--- config.mk ---
export PLATFORM = sky130hd
export DESIGN_NAME = radix_string_to_integer_core
export DESIGN_NICKNAME = d
export VERILOG_FILES = /design/src/hw/rtl/rs2i_pkg.sv /design/src/hw/rtl/radix_string_to_integer_core.sv /design/src/hw/rtl/rs2i_acc.sv /design/src/hw/rtl/rs2i_range.sv
export SDC_FILE = /design/constraint.sdc
export NUM_CORES = 1
export LEC_CHECK = 0
export ABC_AREA = 0
export BUFFER_PORTS_ARGS = -buffer_cell sky130_fd_sc_hd__buf_2
export CAP_MARGIN = 30
export CORE_AREA = 10 10 206 208
export DETAILED_ROUTE_END_ITERATION = 12
export DIE_AREA = 0 0 216 218
export PLACE_DENSITY_LB_ADDON = 0.08
export SLEW_MARGIN = 15
export SYNTH_ARGS = -nofsm -noshare
export SYNTH_HDL_FRONTEND = slang
export SYNTH_SLANG_ARGS = --single-unit
--- constraint.sdc ---
create_clock -name clk -period 10.51 [get_ports clk]
set_input_delay 2.102 -clock clk [delete_from_list [all_inputs] [get_ports clk]]
set_output_delay 2.102 -clock clk [all_outputs]
set_load 0.01 [all_outputs]
--- src/hw/rtl/rs2i_pkg.sv ---
// Shared types, constants and codes for the radix string to integer core.
package rs2i_pkg;

  // Accumulator width of the magnitude register.
  localparam int ACC_W = 64;
  localparam int VAL_W = 64;

  localparam logic [7:0] CH_0     = 8'h30;
  localparam logic [7:0] CH_9     = 8'h39;
  localparam logic [7:0] CH_LA    = 8'h61;
  localparam logic [7:0] CH_LF    = 8'h66;
  localparam logic [7:0] CH_UA    = 8'h41;
  localparam logic [7:0] CH_UF    = 8'h46;
  localparam logic [7:0] CH_MINUS = 8'h2d;
  localparam logic [7:0] CH_PLUS  = 8'h2b;

  localparam logic [6:0] TB_MIN = 7'd8;
  localparam logic [6:0] TB_MAX = 7'd64;

  typedef enum logic [1:0] {
    RADIX_OCT = 2'd0,
    RADIX_DEC = 2'd1,
    RADIX_HEX = 2'd2
  } radix_t;

  typedef enum logic [1:0] {
    CFG_RADIX   = 2'd0,
    CFG_TBITS   = 2'd1,
    CFG_TSIGNED = 2'd2
  } cfg_idx_t;

  typedef struct packed {
    logic [7:0] character;
    logic       last_char;
    logic       empty_item;
  } in_word_t;

  typedef struct packed {
    logic [VAL_W-1:0] value_bits;
    logic             status;
  } out_word_t;

  // Finished string handed from the accumulator to the range check.
  typedef struct packed {
    logic [ACC_W-1:0] mag;
    logic             neg;
    logic             bad;
  } fin_t;

endpackage

--- src/hw/rtl/radix_string_to_integer_core.sv ---
// Top level: configuration registers and the two parse stages.
//
//  channel  handshake             payload               direction
//  in_      in_valid/in_ready     in_data (in_word_t)   one character word
//  out_     out_valid/out_ready   out_data (out_word_t) one result per last word
//  cfg_     cfg_valid/cfg_ready   cfg_index, cfg_data   register write
//
// One word is taken every cycle while no last word is held back; the base
// multiply is a shift-and-add in the accumulator stage between the input
// register and the finish register, which feeds the out_ result register.
// Reset (synchronous, rst_n low) clears the string state and loads base ten,
// a 64-bit signed target; there is no clearing pass.
// A stalled output holds the finish register, then a last word in the input
// register, then in_ready; words that are not last keep flowing meanwhile.
module radix_string_to_integer_core import rs2i_pkg::*; (
  input  logic       clk,
  input  logic       rst_n,
  input  logic       in_valid,
  output logic       in_ready,
  input  in_word_t   in_data,
  output logic       out_valid,
  input  logic       out_ready,
  output out_word_t  out_data,
  input  logic       cfg_valid,
  output logic       cfg_ready,
  input  logic [1:0] cfg_index,
  input  logic [7:0] cfg_data
);

  logic [1:0] radix_r;
  logic [6:0] tbits_r;
  logic       tsigned_r;

  logic       fin_valid;
  logic       fin_ready;
  fin_t       fin_data;

  assign cfg_ready = 1'b1;

  always_ff @(posedge clk) begin
    if (!rst_n) begin
      radix_r   <= RADIX_DEC;
      tbits_r   <= TB_MAX;
      tsigned_r <= 1'b1;
    end else if (cfg_valid && cfg_ready) begin
      unique case (cfg_index)
        CFG_RADIX:   radix_r   <= cfg_data[1:0];
        CFG_TBITS:   tbits_r   <= cfg_data[6:0];
        CFG_TSIGNED: tsigned_r <= cfg_data[0];
        default:     ;
      endcase
    end
  end

  rs2i_acc u_acc (
    .clk       (clk),
    .rst_n     (rst_n),
    .in_valid  (in_valid),
    .in_ready  (in_ready),
    .in_data   (in_data),
    .radix_sel (radix_r),
    .fin_valid (fin_valid),
    .fin_ready (fin_ready),
    .fin_data  (fin_data)
  );

  rs2i_range u_range (
    .clk        (clk),
    .rst_n      (rst_n),
    .fin_valid  (fin_valid),
    .fin_ready  (fin_ready),
    .fin_data   (fin_data),
    .radix_sel  (radix_r),
    .tgt_bits   (tbits_r),
    .tgt_signed (tsigned_r),
    .out_valid  (out_valid),
    .out_ready  (out_ready),
    .out_data   (out_data)
  );

endmodule

--- src/hw/rtl/rs2i_acc.sv ---
// Input register and per-character digit accumulator.
module rs2i_acc import rs2i_pkg::*; (
  input  logic       clk,
  input  logic       rst_n,
  input  logic       in_valid,
  output logic       in_ready,
  input  in_word_t   in_data,
  input  logic [1:0] radix_sel,
  output logic       fin_valid,
  input  logic       fin_ready,
  output fin_t       fin_data
);

  logic             s1_valid_r;
  in_word_t         s1_data_r;
  logic             fin_valid_r;
  fin_t             fin_data_r;

  logic [ACC_W-1:0] mag_r, mag_nxt;
  logic             neg_r, neg_nxt;
  logic             failed_r, failed_nxt;
  logic             at_start_r, at_start_nxt;
  logic             seen_r, seen_nxt;

  logic             fin_free;
  logic             s1_take;
  logic             s1_last;

  logic [7:0]       ch;
  logic [4:0]       dig;
  logic             dig_ok;
  logic [ACC_W+3:0] ext;
  logic [ACC_W+3:0] prod;
  logic [ACC_W+3:0] sum;
  logic             ovf;

  assign s1_last  = s1_data_r.last_char;
  assign fin_free = !fin_valid_r || fin_ready;
  assign s1_take  = s1_valid_r && (!s1_last || fin_free);
  assign in_ready = !s1_valid_r || s1_take;

  assign fin_valid = fin_valid_r;
  assign fin_data  = fin_data_r;

  assign ch = s1_data_r.character;

  // Decode the character, then reject digits at or above the base.
  always_comb begin
    dig    = 5'd0;
    dig_ok = 1'b0;
    if (ch >= CH_0 && ch <= CH_9) begin
      dig    = 5'(ch - CH_0);
      dig_ok = 1'b1;
    end else if (ch >= CH_LA && ch <= CH_LF) begin
      dig    = 5'(ch - CH_LA) + 5'd10;
      dig_ok = 1'b1;
    end else if (ch >= CH_UA && ch <= CH_UF) begin
      dig    = 5'(ch - CH_UA) + 5'd10;
      dig_ok = 1'b1;
    end
    unique case (radix_sel)
      RADIX_OCT: if (dig >= 5'd8)  dig_ok = 1'b0;
      RADIX_DEC: if (dig >= 5'd10) dig_ok = 1'b0;
      RADIX_HEX: ;
      default:   dig_ok = 1'b0;
    endcase
  end

  // Multiply by the base with shifts and at most one add, then add the digit; spill bits flag overflow.
  always_comb begin
    ext = (ACC_W+4)'(mag_r);
    unique case (radix_sel)
      RADIX_OCT: prod = ext << 3;
      RADIX_DEC: prod = (ext << 3) + (ext << 1);
      default:   prod = ext << 4;
    endcase
    sum = prod + (ACC_W+4)'(dig);
    ovf = |sum[ACC_W+3:ACC_W];
  end

  always_comb begin
    mag_nxt      = mag_r;
    neg_nxt      = neg_r;
    failed_nxt   = failed_r;
    at_start_nxt = at_start_r;
    seen_nxt     = seen_r;
    if (!s1_data_r.empty_item && !failed_r) begin
      at_start_nxt = 1'b0;
      if (at_start_r && (ch == CH_MINUS || ch == CH_PLUS)) begin
        neg_nxt = (ch == CH_MINUS);
      end else if (!dig_ok || ovf) begin
        failed_nxt = 1'b1;
      end else begin
        mag_nxt  = sum[ACC_W-1:0];
        seen_nxt = 1'b1;
      end
    end
  end

  always_ff @(posedge clk) begin
    if (!rst_n) begin
      s1_valid_r  <= 1'b0;
      fin_valid_r <= 1'b0;
      mag_r       <= '0;
      neg_r       <= 1'b0;
      failed_r    <= 1'b0;
      at_start_r  <= 1'b1;
      seen_r      <= 1'b0;
    end else begin
      if (in_ready) begin
        s1_valid_r <= in_valid;
      end
      if (fin_free) begin
        fin_valid_r <= s1_take && s1_last;
      end
      if (s1_take) begin
        if (s1_last) begin
          // Drop the string state once the word that ends it is taken.
          mag_r      <= '0;
          neg_r      <= 1'b0;
          failed_r   <= 1'b0;
          at_start_r <= 1'b1;
          seen_r     <= 1'b0;
        end else begin
          mag_r      <= mag_nxt;
          neg_r      <= neg_nxt;
          failed_r   <= failed_nxt;
          at_start_r <= at_start_nxt;
          seen_r     <= seen_nxt;
        end
      end
    end
  end

  always_ff @(posedge clk) begin
    if (in_valid && in_ready) begin
      s1_data_r <= in_data;
    end
    if (s1_take && s1_last) begin
      fin_data_r.mag <= mag_nxt;
      fin_data_r.neg <= neg_nxt;
      fin_data_r.bad <= failed_nxt || !seen_nxt;
    end
  end

  a_clear_after_last: assert property (@(posedge clk) disable iff (!rst_n)
    s1_take && s1_last |=> at_start_r && !failed_r && !seen_r && mag_r == '0)
    else $error("string state not cleared after last word");

  a_seen_not_start: assert property (@(posedge clk) disable iff (!rst_n)
    (seen_r || failed_r) |-> !at_start_r)
    else $error("digit or failure recorded while at start");

  a_last_needs_room: assert property (@(posedge clk) disable iff (!rst_n)
    s1_valid_r && s1_last && fin_valid_r && !fin_ready |=> s1_valid_r && fin_valid_r)
    else $error("last word moved while finish slot full");

endmodule

--- src/hw/rtl/rs2i_range.sv ---
// Target range check, sign application and result register.
module rs2i_range import rs2i_pkg::*; (
  input  logic       clk,
  input  logic       rst_n,
  input  logic       fin_valid,
  output logic       fin_ready,
  input  fin_t       fin_data,
  input  logic [1:0] radix_sel,
  input  logic [6:0] tgt_bits,
  input  logic       tgt_signed,
  output logic       out_valid,
  input  logic       out_ready,
  output out_word_t  out_data
);

  logic             out_valid_r;
  out_word_t        out_data_r;

  logic [6:0]       tb;
  logic [6:0]       sh;
  logic [VAL_W-1:0] mag64;
  logic             over_s;
  logic             at_min;
  logic             over_u;
  logic             bad;
  logic [VAL_W-1:0] value;

  assign fin_ready = !out_valid_r || out_ready;
  assign out_valid = out_valid_r;
  assign out_data  = out_data_r;

  always_comb begin
    if (tgt_bits < TB_MIN) begin
      tb = TB_MIN;
    end else if (tgt_bits > TB_MAX) begin
      tb = TB_MAX;
    end else begin
      tb = tgt_bits;
    end
    sh     = tb - 7'd1;
    mag64  = VAL_W'(fin_data.mag);
    over_s = (mag64 >> sh) != '0;
    at_min = mag64 == (VAL_W'(1) << sh);
    over_u = (mag64 >> tb) != '0;
    bad    = fin_data.bad || (radix_sel > RADIX_HEX);
    value  = mag64;
    if (tgt_signed) begin
      if (fin_data.neg) begin
        if (over_s && !at_min) bad = 1'b1;
        value = '0 - mag64;
      end else if (over_s) begin
        bad = 1'b1;
      end
    end else if (fin_data.neg || over_u) begin
      bad = 1'b1;
    end
  end

  always_ff @(posedge clk) begin
    if (!rst_n) begin
      out_valid_r <= 1'b0;
    end else if (fin_ready) begin
      out_valid_r <= fin_valid;
    end
  end

  always_ff @(posedge clk) begin
    if (fin_valid && fin_ready) begin
      out_data_r.value_bits <= bad ? '0 : value;
      out_data_r.status     <= bad;
    end
  end

  a_err_zero: assert property (@(posedge clk) disable iff (!rst_n)
    out_valid_r && out_data_r.status |-> out_data_r.value_bits == '0)
    else $error("failed word carries nonzero value");

  a_fin_moves: assert property (@(posedge clk) disable iff (!rst_n)
    fin_valid && !out_valid_r |=> out_valid_r)
    else $error("finished string not registered with output free");

  a_unsigned_fits: assert property (@(posedge clk) disable iff (!rst_n)
    fin_valid && fin_ready && !tgt_signed && !bad && tb < TB_MAX
      |=> (out_data_r.value_bits >> $past(tb)) == '0)
    else $error("unsigned result exceeds target width");

endmodule
Word level (Yosys, flattened, before mapping)
Index checks and enable logic that the tools add are counted.
{"block": "classes", "n_addsub": 9, "n_lt_le_gt_ge": 11, "n_eq_ne": 7, "n_shift": 3, "mux": 36, "reduce_logical": 38}
{"cell": "64-bit two-way mux", "n": 6}
{"cell": "68-bit one-hot mux with 2 select lines", "n": 1}
{"cell": "64-bit nonzero test", "n": 2}
{"cell": "64-bit by 7-bit >> shifter with 64-bit output", "n": 2}
{"cell": "67-bit by 65-bit adder with 68-bit output", "n": 1}
{"cell": "68-bit by 5-bit adder with 68-bit output", "n": 1}
{"cell": "64-bit == test", "n": 1}
{"cell": "1-bit by 7-bit left shift with 64-bit output (first input constant)", "n": 1}
{"cell": "1-bit by 64-bit subtractor with 64-bit output (first input constant)", "n": 1}
{"cell": "1-bit two-way mux", "n": 23}
{"cell": "8-bit by 6-bit == test with 1-bit output (second input constant)", "n": 2}
{"cell": "8-bit by 7-bit greater-or-equal comparator with 1-bit output (second input constant)", "n": 2}
{"cell": "8-bit by 7-bit <= comparator with 1-bit output (second input constant)", "n": 2}
{"cell": "5-bit two-way mux", "n": 3}
{"cell": "7-bit two-way mux", "n": 2}
{"cell": "5-bit by 4-bit adder with 5-bit output (second input constant)", "n": 2}
{"cell": "5-bit by 4-bit greater-or-equal comparator with 1-bit output (second input constant)", "n": 2}
{"cell": "1-bit logical AND", "n": 10}
{"cell": "5-bit by 1-bit subtractor with 5-bit output (second input constant)", "n": 2}
{"cell": "1-bit zero test", "n": 9}
{"cell": "1-bit logical OR", "n": 9}
{"cell": "8-bit by 6-bit greater-or-equal comparator with 1-bit output (second input constant)", "n": 1}
{"cell": "8-bit by 6-bit <= comparator with 1-bit output (second input constant)", "n": 1}
{"cell": "2-bit AND reduction", "n": 4}
{"cell": "11 further kinds", "n": 14}
{"block": "word_totals", "regBits": 222, "in_bits": 25, "out_inout_bits": 68, "word_cells": 123}

Longest topological paths before layout
{"block": "depth", "ltp_word": 15, "depth_mapped": 27, "mapped_depth_nobuf": 23}

Hierarchy
Synthesis repeated with hierarchy kept, for this count alone.
{"block": "hier_totals", "cells_unflattened": 3368, "hier_area_um2": 25461.9}
{"module": "rs2i_acc", "instances": 1, "cells_each": 1701, "area_each_um2": 13540.5}
{"module": "rs2i_range", "instances": 1, "cells_each": 1621, "area_each_um2": 11477.3}
{"module": "radix_string_to_integer_core", "instances": 1, "cells_each": 46, "area_each_um2": 444.2}

Worst setup path before layout
OpenSTA, ideal clock, no wires.
{"block": "synth_path", "path_kind": "register -> register", "from": "register radix_r[1]", "to": "register u_acc.mag_r[34]", "setup_ps": 70, "arrival_ps": 6290, "slack_ps": 4150, "path_stages_with_launch": 26, "n_path_buf": 7, "period_less_slack_ps": 6360, "cell_sequence": "dfxtp_1 clkbuf_1 nor2_1 clkbuf_1 buf_2 buf_1 clkbuf_1 buf_1 and2_1 ha_1 inv_1 fa_1 nor2b_1 o21ai_0 nand2b_1 nand2_1 nor4_1 nor4bb_1 nor4b_2 nand4_1 nor4_1 mux2_2 and4_1 a21boi_1 clkbuf_1 o2bb2ai_1"}
{"block": "synth_between", "elab_chain_cells": 9, "word_cells_on_any_way": 13, "classes_between": "1 x add/sub; 2 x eq/ne; 6 x mux; 4 x reduce/logical"}
{"item": "start, declared", "line_no": "radix_string_to_integer_core.sv:30", "source": "logic [1:0] radix_r;"}
{"item": "start signal, assigned", "line_no": "radix_string_to_integer_core.sv:47", "source": "CFG_RADIX: radix_r <= cfg_data[1:0];"}
{"item": "2-bit by 1-bit == test with 1-bit output / 2-bit zero test (equally long branches)", "line_no": "rs2i_acc.sv:61, rs2i_acc.sv:72"}
{"item": "68-bit one-hot mux with 2 select lines", "line_no": "rs2i_acc.sv:72", "source": "unique case (radix_sel)"}
{"item": "68-bit by 5-bit adder with 68-bit output", "line_no": "rs2i_acc.sv:77", "source": "sum = prod + (ACC_W+4)'(dig);"}
{"item": "4-bit OR reduction", "line_no": "rs2i_acc.sv:78", "source": "ovf = |sum[ACC_W+3:ACC_W];"}
{"item": "1-bit logical OR", "line_no": "rs2i_acc.sv:91", "source": "end else if (!dig_ok || ovf) begin"}
{"item": "64-bit two-way mux *", "line_no": "rs2i_acc.sv:91"}
{"item": "64-bit two-way mux *", "line_no": "rs2i_acc.sv:89", "source": "if (at_start_r && (ch == CH_MINUS || ch == CH_PLUS)) begin"}
{"item": "64-bit two-way mux *", "line_no": "rs2i_acc.sv:87", "source": "if (!s1_data_r.empty_item && !failed_r) begin"}
{"item": "64-bit two-way mux *", "line_no": "rs2i_acc.sv:117", "source": "if (s1_last) begin"}
{"item": "end signal, assigned", "line_no": "rs2i_acc.sv:125", "source": "mag_r <= mag_nxt;"}
{"item": "end, declared", "line_no": "rs2i_acc.sv:19", "source": "logic [ACC_W-1:0] mag_r, mag_nxt;"}
Mark *: on every way between the ends. The rest lies on a longest branch, timed or not.
A chain may end at the register's enable or synchronous reset.

Worst setup path in the final report
{"block": "layout_path", "from": "register radix_r[0]", "to": "register u_acc.fin_data_r (netlist bit u_acc.fin_data[21]) (data pin)"}
{"block": "layout_between", "elab_chain_cells": 8, "word_cells_on_any_way": 12, "classes_between": "1 x add/sub; 2 x eq/ne; 5 x mux; 4 x reduce/logical"}
{"item": "2-bit by 1-bit == test with 1-bit output / 2-bit zero test (equally long branches)", "line_no": "rs2i_acc.sv:61, rs2i_acc.sv:72"}
{"item": "68-bit one-hot mux with 2 select lines", "line_no": "rs2i_acc.sv:72"}
{"item": "68-bit by 5-bit adder with 68-bit output", "line_no": "rs2i_acc.sv:77"}
{"item": "4-bit OR reduction", "line_no": "rs2i_acc.sv:78"}
{"item": "1-bit logical OR", "line_no": "rs2i_acc.sv:91"}
{"item": "64-bit two-way mux *", "line_no": "rs2i_acc.sv:91"}
{"item": "64-bit two-way mux *", "line_no": "rs2i_acc.sv:89"}
{"item": "64-bit two-way mux *", "line_no": "rs2i_acc.sv:87"}
{"item": "net u_acc.mag_nxt[19]", "line_no": "rs2i_acc.sv:19"}
{"item": "end, declared", "line_no": "rs2i_acc.sv:17", "source": "fin_t fin_data_r;"}
The timed path passes the listed nets; every way through them passes the cells marked *.

==> out/qor.yml <==
grt_max_degree: 145
grt.overflow.total: 0
p_int_w: 0.00152
max_clock_freq_mhz: 122
cts-htree-levels: 1
final.setup_skew_ns: 0.0204
worstSetupPathType: "reg2reg"
io_buffers: 90
syn_nets: 3055
leakagePower_nw: 7.79
dr.max_layer_used: "met4"
slew_viol_final: 0
synthArstFlopShare_pct: 0
synth-seq-cells: 222
initial_core_util_pct: 59.0
drt_iter0_markers: 3430
pwr-share-comb_pct: 10.5
via_count: 24800
mostFrequentLayoutCells: "nand2_1, nor2_1, o21ai_0"
place_congestion: 1.08
maxCapViolCount: 0
routed_wl_um: 86900
io_pins: 93
slowest_delay_ns: 0.66
final_cell_area_sq_um: 23900
route.detailed.drc: 0
synth_flop_cell: "edfxtp_1"
yosysUniqueCellTypes: 95
cpMaxStageDelayCell: "nand4_4"
numCtsBuffers: 21
grt_use_total_pct: 35.1
critPathCaptureType: "register"
pwr-share-clk_pct: 41.7
layout.nets: 2962
slew_headroom_pct: 30.9
ys_seq_area_share_pct: 25.9
cts_buffer_depth: 3
required_ns: 10.80
start_kind: "register"
cts_num_sinks: 222
syn_area_sq_um: 22600
path_buf_inv: 5
via_per_inst: 7.31
worst_pin_slew_ns: 1.03
final-setup-viol-count: 0
crit_arrival_ns: 8.47
insertion_delay_ns: 0.53
drive_gt1_share_pct: 9.05
cts_tree: "yes"
diodes: 0
hold_class: "reg2reg"
period_share_pct: 77.8
layout_commonest_cell: "nand2_1"
p_switching_w: 0.000514
drt_pre_antenna_iters: 7
coreArea_sq_um: 38300
dp_hpwl_um: 64100
grt_setup_unrepaired: "no"
critPathMaxFanout: 144
routedWlPerCell_um: 25.6
p_sw_share_pct: 25.3
fin_crit_ns: 8.18
p_seq_share_pct: 47.8
cts_root_buffer: "clkbuf_16"
grt_pass1_wl_um: 132000
dpl_cell_area_sq_um: 23100
pwr_density_cell_nw_per_um2: 85.1
netlist_instances: 2952
path_cells: "buf_4 -> inv_1 -> nor2_4 -> and2_1 -> ha_1 -> inv_1 -> fa_1 -> nor2b_1 -> o21ai_0 -> nand2b_1 -> nand2_1 -> nor4_1 -> clkdlybuf4s15_2 -> nor4bb_1 -> nor4b_2 -> nand4_1 -> o31a_1 -> nor4_2 -> nand4_4 -> buf_12 -> o21ai_0"
grt_pass1_vias: 23000
route.met3.wl_um: 9610
antenna_found_initial: 0
crit_family: "simple AND/OR/NAND/NOR gates"
synth_edf_count: 141
cts_setup_buffers: 0
drtAntennaViolNets: 0
avgSynthCellArea_sq_um: 7.65
met1_length_um: 31200
yosysWarnings: 0
rows: 72
dr_wl_met2_um: 40100
die_height_um: 218
die-area_sq_um: 47100
hold_viol: 0
area_delta_synth_final_pct: 5.80
cts_hold_buffers: 0
cts_resized: 0
tns_ns: 0
outcome: "completed"
clk_pin_slew_ns: 0.07
worst_ir_drop_vdd_v: 0.0000960
die_w_um: 216
power groups by stage:
| stage | registers (W) | clock network, W | logic (W) |
|---|---|---|---|
| after CTS | 0.000971 | 0.000851 | 0.000207 |
| final | 0.000973 | 0.000848 | 0.000214 |
| after floorplan | 0.000970 | 0 | 0.000152 |
| after global placement | 0.000989 | 0 | 0.000199 |
| after detailed placement | 0.000990 | 0 | 0.000206 |
| after global routing | 0.000973 | 0.000890 | 0.000227 |
worst register-to-register path, cell delays in order, from the launching register on:
cell and delay, ns:
dfxtp_1 0.32, buf_4 0.43, inv_1 0.19, nor2_4 0.60
and2_1 0.25, ha_1 0.17, inv_1 0.06, fa_1 0.40
nor2b_1 0.13, o21ai_0 0.26, nand2b_1 0.23, nand2_1 0.10
nor4_1 0.44, clkdlybuf4s15_2 0.35, nor4bb_1 0.43, nor4b_2 0.52
nand4_1 0.48, o31a_1 0.41, nor4_2 0.50, nand4_4 0.66
buf_12 0.48, o21ai_0 0.54
area by class of cell:
| type | instances | area [sq um] |
|---|---|---|
| multi-input cells | 2422 | 15600 |
| repair buffers | 131 | 797 |
| fillers | 3442 | 14400 |
| well taps | 518 | 648 |
| flip-flops and latches | 222 | 5860 |
| inverters | 61 | 229 |
| clock inverters | 11 | 160 |
| clock buffers | 27 | 611 |
routing by layer:
| layer | track usage (%) | vias to the layer above |
|---|---|---|
| met5 | 0 | - |
| met4 | 22.6 | 0 |
| met3 | 5.89 | 389 |
| met2 | 57.1 | 1702 |
| met1 | 42.6 | 11600 |
| li1 | - | 11000 |
final timing paths:
| kind | startpoint | end | slack (ns) | depth (start not counted) |
|---|---|---|---|---|
| setup / recovery | radix_r[0] | u_acc.fin_data[21] | 2.33 | 21 |
| setup reg to reg | radix_r[0] | u_acc.fin_data[21] | 2.33 | 21 |
| hold reg to reg | u_acc.at_start_r | u_acc.at_start_r | 0.49 | 2 |
| hold / removal | u_acc.at_start_r | u_acc.at_start_r | 0.49 | 2 |
synth_stat cells (10+ instances only):
| master | instances | area share [%] |
|---|---|---|
| nand2_1 | 333 | 5.5 |
| nor2_1 | 311 | 5.2 |
| o21ai_0 | 237 | 5.3 |
| a21oi_1 | 215 | 4.8 |
| clkbuf_1 | 200 | 3.3 |
| edfxtp_1 | 141 | 19 |
| nand3_1 | 110 | 2.4 |
| nor3_1 | 96 | 2.1 |
| xnor2_1 | 87 | 3.4 |
| dfxtp_1 | 81 | 7.2 |
| ha_1 | 76 | 4.2 |
| nand4_1 | 72 | 2.0 |
| xor2_1 | 63 | 2.4 |
| inv_1 | 57 | 0.95 |
| nor4_1 | 42 | 1.2 |
| nand4b_1 | 41 | 1.6 |
| o311ai_0 | 41 | 1.6 |
| mux2i_1 | 39 | 1.7 |
| mux4_2 | 39 | 3.9 |
| a31oi_1 | 36 | 1.0 |
| a211oi_1 | 31 | 1.0 |
| o22ai_1 | 30 | 0.83 |
| and3_1 | 28 | 0.78 |
| a22oi_1 | 27 | 0.90 |
| o211ai_1 | 27 | 0.90 |
| or3_1 | 26 | 0.72 |
| buf_1 | 25 | 0.42 |
| o21a_1 | 22 | 0.73 |
| a21o_1 | 21 | 0.70 |
| and2_1 | 21 | 0.58 |
| nand2b_1 | 20 | 0.55 |
| o31ai_1 | 20 | 0.66 |
| o2bb2ai_1 | 18 | 0.70 |
| buf_2 | 17 | 0.38 |
| nand3b_1 | 15 | 0.50 |
| or4_1 | 14 | 0.47 |
| a2111oi_0 | 13 | 0.50 |
| and4_1 | 13 | 0.50 |
| or2_2 | 11 | 0.30 |
| a21boi_0 | 10 | 0.33 |
| nor3b_1 | 10 | 0.33 |
| o221ai_1 | 10 | 0.39 |
| o32ai_1 | 10 | 0.39 |
sequential cells by signal (all words and copies together), names as in the netlist, 2 cells and up:
signal / count
radix_r: 2
tbits_r: 7
u_acc.ch: 8
u_acc.fin_data: 66
u_acc.mag_r: 64
u_range.out_data: 65
through the flow:
stage                     setup WS, ns  instances  hold WS (ns)  power [W]  utilization, %
final                             2.33       3392         0.487    0.00203            62.4
after global routing              2.11       3392         0.503    0.00209            62.4
after CTS                         2.75       3389         0.486    0.00203            62.4
after detailed placement          2.77       3351         0.476    0.00120            60.4
after global placement            2.81       3347         0.465    0.00119            60.2
after floorplan                   4.15       2952         0.434    0.00112               -
logic make-up after synthesis:
group | after synthesis | share of synthesized area (%)
mux | 87 | 6.07
compound gates | 909 | 26.4
simple gates | 1197 | 26.1
fa+ha+maj | 78 | 4.39
other cells | 1 | 0.0166
buf+inv | 308 | 5.29
xor+xnor | 150 | 5.82
flops | 222 | 25.9
Power figures use the tool's default switching activity.
